--- src/rtl/stt_pkg.sv ---
// Shared types, constants and helper functions for the source text tokenizer.
package stt_pkg;

  localparam int unsigned MAX_TOKEN_CHARS = 15;
  localparam int unsigned HEAD_BYTES = (MAX_TOKEN_CHARS < 8) ? MAX_TOKEN_CHARS : 8;
  localparam int unsigned KW_NUM = 5;
  localparam int unsigned LEN_MAX = 31;

  typedef enum logic [3:0] {
    TK_ASSIGN     = 4'd0,
    TK_LPAREN     = 4'd1,
    TK_RPAREN     = 4'd2,
    TK_LBRACE     = 4'd3,
    TK_RBRACE     = 4'd4,
    TK_COMMA      = 4'd5,
    TK_SEMICOLON  = 4'd6,
    TK_TYPE_KW    = 4'd7,
    TK_PRINT_KW   = 4'd8,
    TK_MAIN       = 4'd9,
    TK_RETURN_KW  = 4'd10,
    TK_IDENT      = 4'd11,
    TK_NUMBER     = 4'd12,
    TK_UNKNOWN    = 4'd13
  } token_kind_t;

  typedef enum logic [2:0] {
    CLS_SPACE,
    CLS_PUNCT,
    CLS_LETTER,
    CLS_DIGIT,
    CLS_OTHER,
    CLS_EOT
  } char_class_t;

  typedef enum logic [1:0] {
    MODE_IDLE,
    MODE_ALPHA,
    MODE_DIGIT
  } run_mode_t;

  // One classified input beat as it travels from the front end to the back end.
  typedef struct packed {
    char_class_t cls;
    logic [7:0]  data;
    logic [31:0] pos;
    token_kind_t punct;
  } cmd_t;

  // Keywords, first character in the low byte.
  localparam logic [5:0][7:0] KW_TEXT [KW_NUM] = '{
    48'h0000_0074_6E69,   // int
    48'h0000_6469_6F76,   // void
    48'h0074_6E69_7270,   // print
    48'h0000_6E69_616D,   // main
    48'h6E72_7574_6572    // return
  };
  localparam logic [4:0] KW_LEN [KW_NUM] = '{5'd3, 5'd4, 5'd5, 5'd4, 5'd6};
  localparam token_kind_t KW_KIND [KW_NUM] = '{
    TK_TYPE_KW, TK_TYPE_KW, TK_PRINT_KW, TK_MAIN, TK_RETURN_KW
  };

  // True when character b at position idx still agrees with keyword k.
  function automatic logic kw_step(input int unsigned k, input logic [4:0] idx,
                                   input logic [7:0] b);
    logic [2:0] sel;
    sel = idx[2:0];
    if (idx >= KW_LEN[k]) begin
      return 1'b0;
    end
    return KW_TEXT[k][sel] == b;
  endfunction

  function automatic char_class_t classify(input logic [7:0] b, input logic eot);
    char_class_t c;
    if (eot) begin
      c = CLS_EOT;
    end else if (b == 8'h20 || (b >= 8'h09 && b <= 8'h0D)) begin
      c = CLS_SPACE;
    end else if ((b >= 8'h61 && b <= 8'h7A) || (b >= 8'h41 && b <= 8'h5A)) begin
      c = CLS_LETTER;
    end else if (b >= 8'h30 && b <= 8'h39) begin
      c = CLS_DIGIT;
    end else if (b == 8'h3D || b == 8'h28 || b == 8'h29 || b == 8'h7B ||
                 b == 8'h7D || b == 8'h2C || b == 8'h3B) begin
      c = CLS_PUNCT;
    end else begin
      c = CLS_OTHER;
    end
    return c;
  endfunction

  function automatic token_kind_t punct_kind(input logic [7:0] b);
    token_kind_t k;
    unique case (b)
      8'h3D:   k = TK_ASSIGN;
      8'h28:   k = TK_LPAREN;
      8'h29:   k = TK_RPAREN;
      8'h7B:   k = TK_LBRACE;
      8'h7D:   k = TK_RBRACE;
      8'h2C:   k = TK_COMMA;
      8'h3B:   k = TK_SEMICOLON;
      default: k = TK_UNKNOWN;
    endcase
    return k;
  endfunction

endpackage

--- src/rtl/stt_front.sv ---
// Front end: accepts text beats, tracks the byte offset and classifies each byte.
module stt_front (
  input  logic          clk,
  input  logic          rst,
  input  logic [7:0]    text_byte,
  input  logic          end_of_text,
  input  logic          text_valid,
  output logic          text_ready,
  output logic          push_valid,
  input  logic          push_ready,
  output stt_pkg::cmd_t push_cmd
);

  logic [31:0] byte_position;

  assign push_valid = text_valid;
  assign text_ready = push_ready;

  always_comb begin
    push_cmd.cls   = stt_pkg::classify(text_byte, end_of_text);
    push_cmd.data  = text_byte;
    push_cmd.pos   = byte_position;
    push_cmd.punct = stt_pkg::punct_kind(text_byte);
  end

  // End of text does not occupy a byte offset.
  always_ff @(posedge clk) begin
    if (rst) begin
      byte_position <= '0;
    end else if (text_valid && push_ready && !end_of_text) begin
      byte_position <= byte_position + 32'd1;
    end
  end

endmodule

--- src/rtl/stt_queue.sv ---
// Short command queue between the front end and the back end.
module stt_queue #(
  parameter int unsigned DEPTH = 4
) (
  input  logic          clk,
  input  logic          rst,
  input  logic          push_valid,
  output logic          push_ready,
  input  stt_pkg::cmd_t push_cmd,
  output logic          pop_valid,
  input  logic          pop,
  output stt_pkg::cmd_t pop_cmd
);

  localparam int unsigned PTR_W = (DEPTH > 1) ? $clog2(DEPTH) : 1;
  localparam int unsigned CNT_W = $clog2(DEPTH + 1);

  stt_pkg::cmd_t    slots [DEPTH];
  logic [PTR_W-1:0] wr_ptr;
  logic [PTR_W-1:0] rd_ptr;
  logic [CNT_W-1:0] count;
  logic             do_push;
  logic             do_pop;

  assign push_ready = count != CNT_W'(DEPTH);
  assign pop_valid  = count != '0;
  assign pop_cmd    = slots[rd_ptr];
  assign do_push    = push_valid && push_ready;
  assign do_pop     = pop && pop_valid;

  always_ff @(posedge clk) begin
    if (do_push) begin
      slots[wr_ptr] <= push_cmd;
    end
  end

  always_ff @(posedge clk) begin
    if (rst) begin
      wr_ptr <= '0;
      rd_ptr <= '0;
      count  <= '0;
    end else begin
      if (do_push) begin
        wr_ptr <= (wr_ptr == PTR_W'(DEPTH - 1)) ? '0 : wr_ptr + 1'b1;
      end
      if (do_pop) begin
        rd_ptr <= (rd_ptr == PTR_W'(DEPTH - 1)) ? '0 : rd_ptr + 1'b1;
      end
      if (do_push && !do_pop) begin
        count <= count + 1'b1;
      end else if (do_pop && !do_push) begin
        count <= count - 1'b1;
      end
    end
  end

endmodule

--- src/rtl/stt_back.sv ---
// Back end: keeps the open run, matches keywords and drives the token output register.
module stt_back (
  input  logic          clk,
  input  logic          rst,
  input  logic          cmd_valid,
  input  stt_pkg::cmd_t cmd,
  output logic          cmd_pop,
  output logic          token_valid,
  input  logic          token_ready,
  output logic [3:0]    token_kind,
  output logic [31:0]   start_pos,
  output logic [4:0]    token_length,
  output logic [63:0]   text_head,
  output logic          truncated,
  output logic          last_of_run
);

  stt_pkg::run_mode_t           mode, mode_next;
  logic [4:0]                   run_length, run_length_next;
  logic [31:0]                  run_start, run_start_next;
  logic                         run_over, run_over_next;
  logic [63:0]                  run_head, run_head_next;
  logic [stt_pkg::KW_NUM-1:0]   kw_match, kw_match_next;

  stt_pkg::token_kind_t flush_kind;
  stt_pkg::token_kind_t tok_kind;
  stt_pkg::token_kind_t kind_reg;
  logic [31:0]          tok_start;
  logic [4:0]           tok_len;
  logic [63:0]          tok_head;
  logic                 tok_trunc;
  logic                 tok_last;
  logic                 run_open;
  logic                 emit;
  logic                 take;
  logic                 start_run;
  logic                 append;
  logic                 load_ok;
  logic                 fire;
  logic                 load;

  assign run_open = (mode == stt_pkg::MODE_ALPHA) || (mode == stt_pkg::MODE_DIGIT);
  assign load_ok  = !token_valid || token_ready;

  always_comb begin
    flush_kind = stt_pkg::TK_IDENT;
    if (mode == stt_pkg::MODE_DIGIT) begin
      flush_kind = stt_pkg::TK_NUMBER;
    end else if (!run_over) begin
      for (int k = 0; k < stt_pkg::KW_NUM; k++) begin
        if (kw_match[k] && run_length == stt_pkg::KW_LEN[k]) begin
          flush_kind = stt_pkg::KW_KIND[k];
        end
      end
    end
  end

  // A byte that closes a run and is itself a token stays at the queue head;
  // the run is closed on this pass and the byte is handled from idle on the next.
  always_comb begin
    emit      = 1'b0;
    take      = 1'b0;
    start_run = 1'b0;
    append    = 1'b0;
    tok_kind  = flush_kind;
    tok_start = run_start;
    tok_len   = run_length;
    tok_head  = run_head;
    tok_trunc = run_over;
    tok_last  = 1'b1;
    mode_next       = mode;
    run_length_next = run_length;
    run_start_next  = run_start;
    run_over_next   = run_over;
    run_head_next   = run_head;
    kw_match_next   = kw_match;

    if (cmd.cls == stt_pkg::CLS_EOT) begin
      emit      = run_open;
      take      = 1'b1;
      mode_next = stt_pkg::MODE_IDLE;
      if (run_open) begin
        run_length_next = '0;
        run_over_next   = 1'b0;
      end
    end else if ((mode == stt_pkg::MODE_ALPHA && cmd.cls == stt_pkg::CLS_LETTER) ||
                 (mode == stt_pkg::MODE_DIGIT && cmd.cls == stt_pkg::CLS_DIGIT)) begin
      append = 1'b1;
      take   = 1'b1;
    end else if (run_open) begin
      emit            = 1'b1;
      mode_next       = stt_pkg::MODE_IDLE;
      run_length_next = '0;
      run_over_next   = 1'b0;
      if (cmd.cls == stt_pkg::CLS_PUNCT || cmd.cls == stt_pkg::CLS_OTHER) begin
        tok_last = 1'b0;
      end else begin
        take      = 1'b1;
        start_run = (cmd.cls == stt_pkg::CLS_LETTER) || (cmd.cls == stt_pkg::CLS_DIGIT);
      end
    end else begin
      take      = 1'b1;
      mode_next = stt_pkg::MODE_IDLE;
      tok_start = cmd.pos;
      tok_len   = 5'd1;
      tok_head  = {56'd0, cmd.data};
      tok_trunc = 1'b0;
      unique case (cmd.cls)
        stt_pkg::CLS_PUNCT: begin
          emit     = 1'b1;
          tok_kind = cmd.punct;
        end
        stt_pkg::CLS_OTHER: begin
          emit     = 1'b1;
          tok_kind = stt_pkg::TK_UNKNOWN;
        end
        stt_pkg::CLS_LETTER, stt_pkg::CLS_DIGIT: begin
          start_run = 1'b1;
        end
        default: begin
        end
      endcase
    end

    if (start_run) begin
      mode_next       = (cmd.cls == stt_pkg::CLS_LETTER) ? stt_pkg::MODE_ALPHA
                                                         : stt_pkg::MODE_DIGIT;
      run_length_next = 5'd1;
      run_over_next   = 1'b0;
      run_start_next  = cmd.pos;
      run_head_next   = {56'd0, cmd.data};
      for (int k = 0; k < stt_pkg::KW_NUM; k++) begin
        kw_match_next[k] = stt_pkg::kw_step(k, 5'd0, cmd.data);
      end
    end

    if (append) begin
      run_over_next   = run_over || (run_length >= 5'(stt_pkg::MAX_TOKEN_CHARS));
      run_length_next = (run_length == 5'(stt_pkg::LEN_MAX)) ? run_length
                                                             : run_length + 5'd1;
      if (run_length < 5'(stt_pkg::HEAD_BYTES)) begin
        run_head_next[{run_length[2:0], 3'b000} +: 8] = cmd.data;
      end
      for (int k = 0; k < stt_pkg::KW_NUM; k++) begin
        kw_match_next[k] = kw_match[k] && stt_pkg::kw_step(k, run_length, cmd.data);
      end
    end
  end

  assign fire    = cmd_valid && (!emit || load_ok);
  assign load    = fire && emit;
  assign cmd_pop = fire && take;

  always_ff @(posedge clk) begin
    if (rst) begin
      mode       <= stt_pkg::MODE_IDLE;
      run_length <= '0;
      run_start  <= '0;
      run_over   <= 1'b0;
    end else if (fire) begin
      mode       <= mode_next;
      run_length <= run_length_next;
      run_start  <= run_start_next;
      run_over   <= run_over_next;
    end
  end

  always_ff @(posedge clk) begin
    if (fire) begin
      run_head <= run_head_next;
      kw_match <= kw_match_next;
    end
  end

  always_ff @(posedge clk) begin
    if (rst) begin
      token_valid <= 1'b0;
    end else if (load) begin
      token_valid <= 1'b1;
    end else if (token_ready) begin
      token_valid <= 1'b0;
    end
  end

  always_ff @(posedge clk) begin
    if (load) begin
      kind_reg     <= tok_kind;
      start_pos    <= tok_start;
      token_length <= tok_len;
      text_head    <= tok_head;
      truncated    <= tok_trunc;
      last_of_run  <= tok_last;
    end
  end

  assign token_kind = kind_reg;

  a_open_run_nonempty: assert property (@(posedge clk) disable iff (rst)
    (mode != stt_pkg::MODE_IDLE) |-> (run_length != 5'd0))
    else $error("open run with zero length");

  a_first_of_pair_is_run: assert property (@(posedge clk) disable iff (rst)
    (token_valid && !last_of_run) |->
      (token_kind >= 4'(stt_pkg::TK_TYPE_KW) && token_kind <= 4'(stt_pkg::TK_NUMBER)))
    else $error("non-final token is not a run token");

  a_trunc_len: assert property (@(posedge clk) disable iff (rst)
    (token_valid && truncated) |-> (token_length > 5'(stt_pkg::MAX_TOKEN_CHARS)))
    else $error("truncated token too short");

  a_single_char: assert property (@(posedge clk) disable iff (rst)
    (token_valid && (token_kind <= 4'(stt_pkg::TK_SEMICOLON) ||
                     token_kind == 4'(stt_pkg::TK_UNKNOWN))) |->
      (token_length == 5'd1 && !truncated))
    else $error("single character token with bad length");

  a_split_closes_run: assert property (@(posedge clk) disable iff (rst)
    (load && !tok_last) |=> (mode == stt_pkg::MODE_IDLE))
    else $error("run still open after flush");

endmodule

--- src/rtl/source_text_tokenizer.sv ---
// Top level of the source text tokenizer: front end, command queue and back end.
//
// Text enters one byte per beat on the text channel (text_valid/text_ready), with
// end_of_text marking a flush beat whose byte is ignored. Tokens leave one per beat
// on the token channel (token_valid/token_ready) with kind, start offset, length,
// the first eight characters and a truncation flag; last_of_run marks the final
// token caused by an input beat.
// A token is loaded into the output register once the beat that causes it is at
// the head of the command queue and the output register is free; an accepted beat
// is first registered in the queue, even when the queue is empty.
// Throughput: one input beat per cycle while text_ready is high. A byte that both
// ends a run and is a token by itself produces two tokens and stays at the queue
// head until both are loaded, as the output register takes one token per cycle.
// A stalled receiver holds the output register; the queue of QUEUE_DEPTH beats
// keeps accepting text until it fills, after which text_ready drops.
// Reset clears the open run, the byte offset and all valid flags; a new text can
// start right after reset.
module source_text_tokenizer #(
  parameter int unsigned QUEUE_DEPTH = 4
) (
  input  logic        clk,
  input  logic        rst,
  input  logic [7:0]  text_byte,
  input  logic        end_of_text,
  input  logic        text_valid,
  output logic        text_ready,
  output logic        token_valid,
  input  logic        token_ready,
  output logic [3:0]  token_kind,
  output logic [31:0] start_pos,
  output logic [4:0]  token_length,
  output logic [63:0] text_head,
  output logic        truncated,
  output logic        last_of_run
);

  stt_pkg::cmd_t push_cmd;
  stt_pkg::cmd_t head_cmd;
  logic          push_valid;
  logic          push_ready;
  logic          head_valid;
  logic          head_pop;

  stt_front u_front (
    .clk         (clk),
    .rst         (rst),
    .text_byte   (text_byte),
    .end_of_text (end_of_text),
    .text_valid  (text_valid),
    .text_ready  (text_ready),
    .push_valid  (push_valid),
    .push_ready  (push_ready),
    .push_cmd    (push_cmd)
  );

  stt_queue #(
    .DEPTH (QUEUE_DEPTH)
  ) u_queue (
    .clk        (clk),
    .rst        (rst),
    .push_valid (push_valid),
    .push_ready (push_ready),
    .push_cmd   (push_cmd),
    .pop_valid  (head_valid),
    .pop        (head_pop),
    .pop_cmd    (head_cmd)
  );

  stt_back u_back (
    .clk          (clk),
    .rst          (rst),
    .cmd_valid    (head_valid),
    .cmd          (head_cmd),
    .cmd_pop      (head_pop),
    .token_valid  (token_valid),
    .token_ready  (token_ready),
    .token_kind   (token_kind),
    .start_pos    (start_pos),
    .token_length (token_length),
    .text_head    (text_head),
    .truncated    (truncated),
    .last_of_run  (last_of_run)
  );

endmodule

--- config.mk ---
export PLATFORM = sky130hd
export DESIGN_NAME = source_text_tokenizer
export DESIGN_NICKNAME = d
export VERILOG_FILES = /design/src/rtl/stt_pkg.sv /design/src/rtl/stt_front.sv /design/src/rtl/stt_queue.sv /design/src/rtl/stt_back.sv /design/src/rtl/source_text_tokenizer.sv
export SDC_FILE = /design/constraint.sdc
export NUM_CORES = 1
export LEC_CHECK = 0
export ABC_CLOCK_PERIOD_IN_PS = 5400
export CORE_MARGIN = 3
export CORE_UTILIZATION = 35
export DETAILED_ROUTE_END_ITERATION = 12
export DONT_BUFFER_PORTS = 1
export PLACE_DENSITY = 0.47
export SYNTH_ARGS = -nofsm -noshare
export SYNTH_HDL_FRONTEND = slang
export SYNTH_SLANG_ARGS = --single-unit
--- constraint.sdc ---
create_clock -name clk -period 5.4 [get_ports clk]
set_input_delay 0 -clock clk [delete_from_list [all_inputs] [get_ports clk]]
set_output_delay 0 -clock clk [all_outputs]
set_load 0.05 [all_outputs]
==> results of run 1 <==
metal layers:
metal | GRT usage (%) | vias to the layer above
met3 | 3.66 | 74
met2 | 24.3 | 225
li1 | - | 5043
met5 | 0 | -
met1 | 20.2 | 5211
met4 | 4.47 | 0
registers in the layout, summed over array words and instances, names as in the netlist, 2 cells and up, named ones only:
register	flops
u_back.token_kind	4
u_front.byte_position	32
u_queue.rd_ptr	2
u_back.token_length	5
u_queue.count	3
u_back.text_head	64
u_back.run_start	32
u_back.run_length	5
u_back.kw_match	5
u_queue.slots	188
u_back.mode	2
u_queue.wr_ptr	2
u_back.start_pos	32
u_back.run_head	64
placed cells by master, fill, tap and decap left out, types with 10 or more instances in the layout:
| master | netlist | final |
|---|---|---|
| nand2_1 | 107 | 107 |
| mux2_2 | 46 | 46 |
| ha_1 | 22 | 22 |
| mux4_2 | 47 | 47 |
| nand3_1 | 107 | 107 |
| dlygate4sd3_1 | 0 | 16 |
| inv_1 | 24 | 24 |
| edfxtp_1 | 364 | 364 |
| xnor2_1 | 25 | 25 |
| o21ai_0 | 73 | 73 |
| nor2_1 | 66 | 66 |
| clkbuf_1 | 47 | 18 |
| dfxtp_1 | 102 | 100 |
| clkbuf_16 | 0 | 52 |
| a21oi_1 | 56 | 56 |
| xor2_1 | 32 | 32 |
| nor3_1 | 12 | 12 |
| and2_1 | 65 | 65 |
| nand4_1 | 10 | 10 |
worst min-delay path, delay by kind of cell:
| family | cells | cell delay, ps |
|---|---|---|
| AOI/OAI and AO/OA | 1 | 170 |
| and+or+nand+nor | 2 | 260 |
through the flow:
step	hold WS (ps)	total power, mW	std cells	utilization [%]	area (µm²)
6_report	26.1	13.4	2087	40.6	21500
3_5_place_dp	85.9	10.1	1973	37.1	19700
5_1_grt	23.8	14.1	2087	40.6	21500
3_3_place_gp	86.5	10.1	1973	37.1	19700
2_1_floorplan	98.9	9.09	1345	-	19000
4_1_cts	5.13	13.6	2087	40.6	21500
logic make-up (layout without fill, tap and decap cells):
family                   Yosys count  count (layout)
buffers and inverters             97             151
flip-flops                       466             466
AND/OR/NAND/NOR                  444             444
AO/OA/AOI/OAI                    161             161
adder cells (fa/ha/maj)           23              23
XOR/XNOR                          57              57
multiplexers                      97              97
final timing paths:
kind | from | end | depth (start not counted)
max reg2reg | register | u_queue.count[2] | 11
min | text_byte[6] | u_queue.slots[2][45] | 3
max | register | u_queue.count[2] | 11
min reg2reg | u_back.run_start[6] | u_back.run_start[6] | 2
power breakdown:
part           switching, mW  internal [mW]  total [mW]
Combinational           1.82           1.10        2.92
Sequential              1.84           5.23        7.06
Clock                   1.42           2.02        3.44
cell type report:
cell class	count	area, µm²	share of cell area (%)
clock buffers	73	1410	6.55
clock inverters	24	263	1.22
inverters	27	101	0.471
well taps	688	861	4.00
multi-input cells	782	5630	26.2
repair buffers	27	288	1.34
flip-flops and latches	466	13000	60.3
==> summary.txt, run 1 <==
Outcome: finished clean
Flops & latches, synth: 466
Delay-heaviest family, CP: simple AND/OR/NAND/NOR gates
Setup repair bufs after CTS: 0
Worst slew pin tran: 1080 ps
Worst vdd ir: 0.352 mV
Post-Synth XOR/XNOR Area: 2.63%
Initial antenna violation count: 0
Clk sink count: 466
Met2 Wirelength: 20000 µm
EDFF count, synth: 364
Cell variety after synth: 62
F_max: 245 MHz
Die W: 239 µm
Die area: 57000 µm²
Final Hold Fails: 0
Mux share of post-synthesis cell area: 8.52%
Vias in the first global route: 10800
Max Cap Viol: 0
Slowest CP cell: dfxtp_4
Placement Rows: 84
Startpoint types: register
Pleak: 7.01 nW
DR top layer: met4
Hold/Removal Path Class: in -> reg
WP data required: 5910 ps
RSZ-0062 raised after global routing: false
Fin crit share: 75.5%
Detailed Route Iter0 Violations: 524
Post-route ant nets: 0
Count leader, synth: edfxtp_1
Crit. End Element: register
Root buf cell: clkbuf_16
Synth Area in Compound Gates: 4.88%
Finish-stage setup viols: 0
Clk slew on worst S/H paths: 60 ps
Pre-CTS WS: 1220 ps
Clk_lat worst skew: 590 ps
Starting Density: 35.7%
Critical Path AT: 4590 ps
Core ar.: 53100 µm²
Setup TNS: 0 ps
Met3 Routed Length: 2130 µm
Crit Path Category: reg -> reg
Final wirelength: 42900 µm
Max Transition Viols Final: 0
Syn_nets: 1381
CTS resizes: 0
Crit-path cells: mux4_2, nor2b_1, a22oi_2, a31oi_4, nand2_1, ha_1, inv_1, fa_1, xor2_1, or3_1, a21oi_1
Longest Clk Path Bufs: 3
Diodes inserted: 0
Routed via count: 10600
FFs w/ async S/R, synth: 0%
Largest net degree at the start of global routing: 103
Predominant post-synthesis flop cell: edfxtp_1
1st-pass router iterations: 4
Residual DRC: 0
Nets: 1392
GRT overflow: 0
Fillers: 4892
Via-to-Cell Ratio: 5.06
Worst R2R Setup Slack: 1320 ps
Area leader, netlist: edfxtp_1
Adder-cell share of the synthesized area: 1.56%
Setup ws final: 1320 ps
Synth Area in Simple Gates: 12.0%
Routability cong.: 0.772
CTS tree: yes
Layout cells sized above 1: 14.4%
Worst path buffer plus inverter count: 1
Synth top area share: 57.6%
Gr usage total: 15.1%
Most frequent cells after synthesis: 364 x edfxtp_1, 107 x nand2_1, 107 x nand3_1
Post-synth design cell area: 19000 µm²
Synthesis Warnings: 0
Worst path max stage delay: 690 ps
Die height: 239 µm
Drt wl/cell: 20.5 µm
Worst Skew: 17.1 ps
Port Buf Inserts: 0
Top post-synthesis cells by area: edfxtp_1 58%, dfxtp_1 11%, mux4_2 5.6%
Htree depth: 2
Num ports: 122
Hold-fix buffers, CTS: 17
Pwr Density: 624 nW/µm²
First-pass GRT wire length: 66100 µm
Post-layout min period: 4080 ps
Slew HR: 28.0%
Post-synthesis cell count: 1345
Cts bufs inserted: 52
Crit path max fanout: 25
Dpl hpwl: 26000 µm
Metal-1 WL: 19800 µm
Avg Inst Size Synth: 14.1 µm²
Largest family of logic cells by synthesized area: simple AND/OR/NAND/NOR gates
Seq/Total Area, Yosys: 68.4%
Area Overhead vs Synth: 13.5%
Note: power is estimated with default switching activity, not from simulation.
==> inputs of run 2 (changes only) <==
--- a/config.mk
+++ b/config.mk
@@ -5,7 +5,7 @@
 export SDC_FILE = /design/constraint.sdc
 export NUM_CORES = 1
 export LEC_CHECK = 0
-export ABC_CLOCK_PERIOD_IN_PS = 5400
+export ABC_CLOCK_PERIOD_IN_PS = 4300
 export CORE_MARGIN = 3
 export CORE_UTILIZATION = 35
 export DETAILED_ROUTE_END_ITERATION = 12
==> constraint.sdc (replaced) <==
create_clock -name clk -period 4.3 [get_ports clk]
set_input_delay 0 -clock clk [delete_from_list [all_inputs] [get_ports clk]]
set_output_delay 0 -clock clk [all_outputs]
set_load 0.05 [all_outputs]
==> run 2 against run 1 <==
Compared with the run above:
- utilization fell by 0.064 points
- clock power rose by 20%
- power rose by 25%
- highest routed layer unchanged
- combinational power rose by 32%
- via count rose by 0.39%
- non-clock buffer count rose by 8
- sequential power rose by 24%
- hold slack improved by 23 ps
==> summary.txt, run 2 (same netlist as run 1, synthesis figures left out) <==
Outcome: finished clean
Crit path max fanout: 33 (+32%)
Hold/Removal Path Class: in -> reg
Largest net degree at the start of global routing: 80 (-22%)
Critical Path AT: 4150 ps (-440 ps)
Crit path depth: 9 (-2)
Initial antenna violation count: 1 (+1)
Largest register FFs: 188 (unchanged)
Area Overhead vs Synth: 13.4%
Gr usage total: 15.2% (+0.18 points)
Drt wl/cell: 20.7 µm (+0.63%)
Finish-stage setup viols: 0 (unchanged)
1st-pass router iterations: 7 (+3)
Die W: 239 µm (unchanged)
Die height: 239 µm (unchanged)
Pwr Total: 16.8 mW (+25%)
Most common cell after layout, fill and taps aside: edfxtp_1
F_max: 272 MHz (+11%)
Die area: 57000 µm² (unchanged)
Longest Clk Path Bufs: 3 (unchanged)
Setup ws final: 621 ps (-702 ps)
Routability cong.: 0.806 (+4.5%)
Hold WS: 49.0 ps (+23.0 ps)
Pwr Density: 779 nW/µm² (+25%)
Max Cap Viol: 0 (unchanged)
WP data required: 4770 ps (-1140 ps)
Crit Path Category: reg -> reg
Dpl hpwl: 26100 µm (+0.39%)
Diodes inserted: 0 (unchanged)
RSZ-0062 raised after global routing: false
Sequential Area: 13000 µm² (unchanged)
Switch Pwr: 6.36 mW (+25%)
Fillers: 4920 (+0.57%)
Slowest CP cell: mux4_2
Routed via count: 10600 (+0.39%)
Largest regs: u_queue.slots (188), u_back.run_head (64), u_back.text_head (64)
Net Sw Frac: 38.0% (+0.13 points)
Reg with most FFs: u_queue.slots
Crit. End Element: register
Startpoint types: register
Area of the multi-input gates: 5630 µm² (unchanged)
Setup TNS: 0 ps (unchanged)
Worst Skew: 20.8 ps (+3.79 ps)
Clock power frac: 24.7% (-0.9 points)
Crit-path cells: mux4_2, mux2_2, a22oi_2, a31oi_4, buf_4, nand2_1, nand2_1, a21oi_1, dlygate4sd3_1
Area after DPL: 19800 µm² (+0.41%)
Worst slew pin tran: 998 ps (-81.5 ps)
Max Transition Viols Final: 0 (unchanged)
Clk_lat worst skew: 590 ps (about the same)
Sequential group share of total power: 52.2% (-0.4 points)
Root buf cell: clkbuf_16
Htree depth: 2 (unchanged)
Clk slew on worst S/H paths: 60 ps (about the same)
Delay-heaviest family, CP: multiplexers
Internal: 10.4 mW (+25%)
Fin cells: 2091 (+0.19%)
Starting Density: 35.7% (unchanged)
Worst vdd ir: 0.352 mV (about the same)
Pleak: 7.03 nW (+0.25%)
Clk sink count: 466 (unchanged)
Cts bufs inserted: 50 (-3.8%)
First-pass GRT wire length: 67200 µm (+1.8%)
Final instance area: 21500 µm² (-0.16%)
Most frequent cells in the layout: 364 x edfxtp_1, 107 x nand2_1, 107 x nand3_1
Fin crit share: 85.6% (+10 points)
Via-to-Cell Ratio: 5.07 (+0.20%)
Post-route ant nets: 0 (unchanged)
Vias in the first global route: 10800 (+0.58%)
GRT overflow: 0 (unchanged)
Post-layout min period: 3680 ps (-398 ps)
Port Buf Inserts: 0 (unchanged)
Cell count of the worst hold path: 3 (unchanged)
CTS tree: yes
Slew HR: 33.3% (+5.3 points)
Top cell by count, worst path: nand2_1
R2R cell count: 9 (-2)
Pre-CTS WS: 725 ps (-498 ps)
Final wirelength: 43200 µm (+0.82%)
Worst path max stage delay: 680 ps (about the same)
Layout cells sized above 1: 14.7% (+0.32 points)
Residual DRC: 0 (unchanged)
Final Hold Fails: 0 (unchanged)
Worst path buffer plus inverter count: 2 (+1)
Final core occ: 40.5% (-0.064 points)
Placement Rows: 84 (unchanged)
Combinational Power Share: 23.0% (+1.2 points)
Detailed Route Iter0 Violations: 615 (+17%)
Hold_sp: text_byte[4]
Placed cells: 1982 (+0.46%)
Setup repair bufs after CTS: 0 (unchanged)
Core ar.: 53100 µm² (unchanged)
Num ports: 122 (unchanged)
Nets: 1398 (+0.43%)
## run 2: cell count changes in the layout (fill, tap and decap cells not counted), moves of 3 or more
cell / before / now
buf_4: 8 / 16
clkbuf_1: 18 / 14
clkinv_1: 5 / 9
clkinv_2: 7 / 11
clkinvlp_4: 3 / 0
## run 2: path summary, 6_finish.rpt
check | endpoint | slack, ps
hold reg to reg | u_back.run_start[12] | 450
hold / removal | u_queue.slots[1][45] | 50
setup / recovery | u_back.run_start[6] | 620
setup reg to reg | u_back.run_start[6] | 620
## run 2: worst min-delay path, cell delays in order
cell and delay [ps]:
o22ai_1 100, o21ai_0 150, nor2b_1 190
## run 2: layout make-up
cell class,count,share of cell area [%]
Sequential cell,466,60.4
Multi-Input combinational cell,782,26.2
Clock buffer,65,6.13
Tap cell,688,4.00
Timing Repair Buffer,35,1.66
Clock inverter,28,1.17
Inverter,27,0.471
## run 2: repair_timing
action / 4_1_cts / 5_1_grt
hold buffers: 16 / 0
resized for setup: 0 / 0
endpoints found under the hold margin: 154 / 0
## run 2: power groups by stage
stage | Combinational [mW] | Clock [mW] | Sequential, mW
floorplan | 2.74 | 0 | 8.64
global placement | 3.88 | 0 | 8.85
detailed placement | 3.90 | 0 | 8.86
CTS | 3.97 | 4.27 | 8.78
global route | 4.29 | 4.46 | 8.89
finish | 3.86 | 4.14 | 8.75
## run 2: metal layers
metal | vias to the layer above | wire, µm | global-route usage, % | part of all wire, %
met5 | - | 0 | 0 | 0
met4 | 0 | 800 | 3.59 | 1.9
met3 | 62 | 1980 | 3.08 | 4.6
met2 | 230 | 19700 | 24.0 | 46
met1 | 5246 | 20700 | 21.8 | 48
li1 | 5056 | - | - | -
==> inputs of run 3 (changes only) <==
--- a/config.mk
+++ b/config.mk
@@ -5,12 +5,15 @@
 export SDC_FILE = /design/constraint.sdc
 export NUM_CORES = 1
 export LEC_CHECK = 0
+export ABC_AREA = 1
 export ABC_CLOCK_PERIOD_IN_PS = 4300
 export CORE_MARGIN = 3
 export CORE_UTILIZATION = 35
 export DETAILED_ROUTE_END_ITERATION = 12
 export DONT_BUFFER_PORTS = 1
 export PLACE_DENSITY = 0.47
+export RECOVER_POWER = 50
+export SLEW_MARGIN = 10
 export SYNTH_ARGS = -nofsm -noshare
 export SYNTH_HDL_FRONTEND = slang
 export SYNTH_SLANG_ARGS = --single-unit
==> run 3 against run 2 <==
Compared with the run above:
- the run now ends with max-capacitance violations, max-slew violations left
- critical endpoint is now u_front.byte_position[22]
- first-iteration DRC count increased by 37%
- design area increased by 4.0%
- sequential share of layout area decreased by 2.4 points
- synthesized area increased by 5.8%
- global-route usage increased by 1.1 points
- clock-buffer cell count decreased by 6
- worst setup slack improved by 260 ps
- critical path depth increased by 4
- critical path type unchanged
==> summary.txt, run 3 <==
Post-route ant nets: 0 (unchanged)
CTS resizes: 0 (unchanged)
Synth Area in Compound Gates: 9.83% (+5.0 points)
Longest Clk Path Bufs: 3 (unchanged)
Crit Path Category: reg -> reg
Drt wl/cell: 18.0 µm (-13%)
Gr usage total: 16.4% (+1.1 points)
Fillers: 5557 (+13%)
Cell count of the worst hold path: 4 (+1)
Slew HR: -5.16% (-38 points)
R2R cell count: 13 (+4)
Clk_lat worst skew: 590 ps (about the same)
Htree depth: 2 (unchanged)
Count leader, synth: nand2_1
Flops & latches, synth: 466 (unchanged)
Worst vdd ir: 0.546 mV (+55%)
First-pass GRT wire length: 77500 µm (+15%)
Initial antenna violation count: 1 (unchanged)
GR Util met1: 23.1% (+1.3 points)
1st-pass router iterations: 6 (-1)
Worst slew pin tran: 1580 ps (+579 ps)
Detailed Route Iter0 Violations: 840 (+37%)
Finish-stage setup viols: 0 (unchanged)
Starting Density: 35.5% (-0.28 points)
Worst Skew: 21.9 ps (+1.01 ps)
Clk sink count: 466 (unchanged)
Cell variety after synth: 45 (-27%)
Routed via count: 13500 (+27%)
Most common cell after layout, fill and taps aside: nand2_1
Avg Inst Size Synth: 10.2 µm² (-28%)
RSZ-0062 raised after global routing: false
Die W: 245 µm (+2.8%)
Max Transition Viols Final: 144 (+144)
Failing checks: max-capacitance violations, max-slew violations
Largest net degree at the start of global routing: 110 (+38%)
Final wirelength: 49800 µm (+15%)
Synthesis Warnings: 0 (unchanged)
Area leader, netlist: edfxtp_1
Hold/Removal Path Class: in -> reg
Reg with most FFs: u_queue.slots
Post-Synth XOR/XNOR Area: 1.05% (-1.6 points)
F_max: 292 MHz (+7.5%)
CTS tree: yes
Vias in the first global route: 13200 (+21%)
Crit path max fanout: 13 (-61%)
Pleak: 8.48 nW (+21%)
Num ports: 122 (unchanged)
Most frequent cells after synthesis: 415 x nand2_1, 364 x edfxtp_1, 203 x nor2_1
Outcome: complete, but fails checks
Placement Rows: 87 (+3.6%)
Post-layout min period: 3420 ps (-258 ps)
Core ar.: 56600 µm² (+6.6%)
Syn_nets: 2012 (+46%)
Fin crit share: 79.6% (-6.0 points)
Predominant post-synthesis flop cell: edfxtp_1
Met3 usage: 2.54% (-0.54 points)
Post-synthesis cell count: 1976 (+47%)
Largest regs: u_queue.slots (188), u_back.run_head (64), u_back.text_head (64)
Busiest layer in global routing: met2
GRT overflow: 0 (unchanged)
Area Overhead vs Synth: 11.5%
Root buf cell: clkbuf_16
Largest register FFs: 188 (unchanged)
Post-synth design cell area: 20100 µm² (+5.8%)
Met2 usage: 26.5% (+2.4 points)
Adder-cell share of the synthesized area: 1.47% (-0.086 points)
Synth top area share: 54.5% (-3.2 points)
Mux share of post-synthesis cell area: 0% (-8.5 points)
Synth Area in Simple Gates: 16.7% (+4.8 points)
EDFF count, synth: 364 (unchanged)
Setup repair bufs after CTS: 0 (unchanged)
WP data required: 4790 ps (+20 ps)
Port Buf Inserts: 0 (unchanged)
Pwr Density: 859 nW/µm² (+10%)
Routability cong.: 0.834 (+3.4%)
Clk slew on worst S/H paths: 60 ps (about the same)
Crit. End Element: register
Final Hold Fails: 0 (unchanged)
Top post-synthesis cells by area: edfxtp_1 54%, dfxtp_1 10%, nand2_1 7.8%
Via-to-Cell Ratio: 4.87 (-3.8%)
Residual DRC: 0 (unchanged)
Critical Path AT: 3910 ps (-240 ps)
Die height: 245 µm (+2.8%)
Seq/Total Area, Yosys: 64.6% (-3.8 points)
Dpl hpwl: 32300 µm (+24%)
Cts bufs inserted: 49 (-2.0%)
Largest family of logic cells by synthesized area: simple AND/OR/NAND/NOR gates
Max Cap Viol: 3 (+3)
Layout cells sized above 1: 7.50% (-7.2 points)
Nets: 2009 (+44%)
Die area: 60200 µm² (+5.7%)
Final core occ: 39.5% (-0.99 points)
Startpoint types: register
Setup TNS: 0 ps (unchanged)
Most frequent cells in the layout: 414 x nand2_1, 364 x edfxtp_1, 199 x nor2_1
FFs w/ async S/R, synth: 0% (unchanged)
[run 3: cell count changes after synthesis, sizes merged, moves of 20 or more]
cell / change
a21oi: +28
and2: -65
buf: +24
inv: +186
mux2: -46
mux4: -47
nand2: +316
nand3: -20
nor2: +144
nor3: +21
o21ai: +157
o22ai: +31
xor2: -20
[run 3: repair_timing]
item | CTS | global route
endpoints found under the setup margin | 0 | 0
endpoints found under the hold margin | 106 | 0
hold buffers | 16 | 0
[run 3: area by class of cell]
class / count / area (µm²) / share of cell area [%]
flip-flops and latches: 466 / 13000 / 58.0
well taps: 756 / 946 / 4.23
diodes: 1 / 2.50 / 0.0112
multi-input cells: 1208 / 5880 / 26.3
clock buffers: 59 / 1290 / 5.78
inverters: 213 / 810 / 3.62
repair buffers: 35 / 305 / 1.36
clock inverters: 31 / 155 / 0.694
[run 3: path summary, 6_finish.rpt]
kind / start / endpoint / slack, ps
worst max-delay path: u_queue.count[1] / u_front.byte_position[22] / 880
worst min-delay path: text_byte[4] / u_queue.slots[2][45] / 40
worst max register to register: u_queue.count[1] / u_front.byte_position[22] / 880
worst min register to register: u_queue.count[2] / u_queue.count[2] / 500
[run 3: logic make-up (layout without fill, tap and decap cells)]
logic type | count (synthesis) | after routing
compound gates | 370 | 370
flops | 466 | 466
simple gates | 791 | 791
fa+ha+maj | 23 | 23
buf+inv | 302 | 338
other cells | 0 | 1
xor+xnor | 24 | 24
[run 3: layer usage]
layer	wire (µm)	part of all wire, %
met1	24200	49
met2	22700	46
met3	2120	4.3
met4	826	1.7
met5	0	0
[run 3: where the power goes]
group | total, mW | internal (mW) | leakage [nW] | switching, mW
Combinational | 5.80 | 1.50 | 3.38 | 4.31
Sequential | 9.53 | 6.97 | 4.38 | 2.56
Clock | 3.87 | 2.14 | 0.720 | 1.74
[run 3: per-stage QoR]
stage               total power, mW  worst slack (ps)  hold slack, ps  cells  instance area [µm²]
finish                         19.2               878            42.8   2769                22400
global route                   20.5               483            19.3   2769                22400
CTS                            19.5               855            1.96   2768                22400
detailed placement             15.5               843            93.2   2662                20800
global placement               15.4               835            88.4   2662                20800
floorplan                      13.7             -94.3            98.9   1976                20100
[run 3: worst max-delay path: stages, from the launching register on]
cell     delay [ps]
dfxtp_1         350
inv_1            80
nand3_1         480
nand2_1         530
nor2_4          310
inv_1           240
nor3_1          470
nand2_1         140
nor2_1          230
nand2_1         150
nor2_1          170
nand2_1          70
nand2_1          60
nor2_1           40
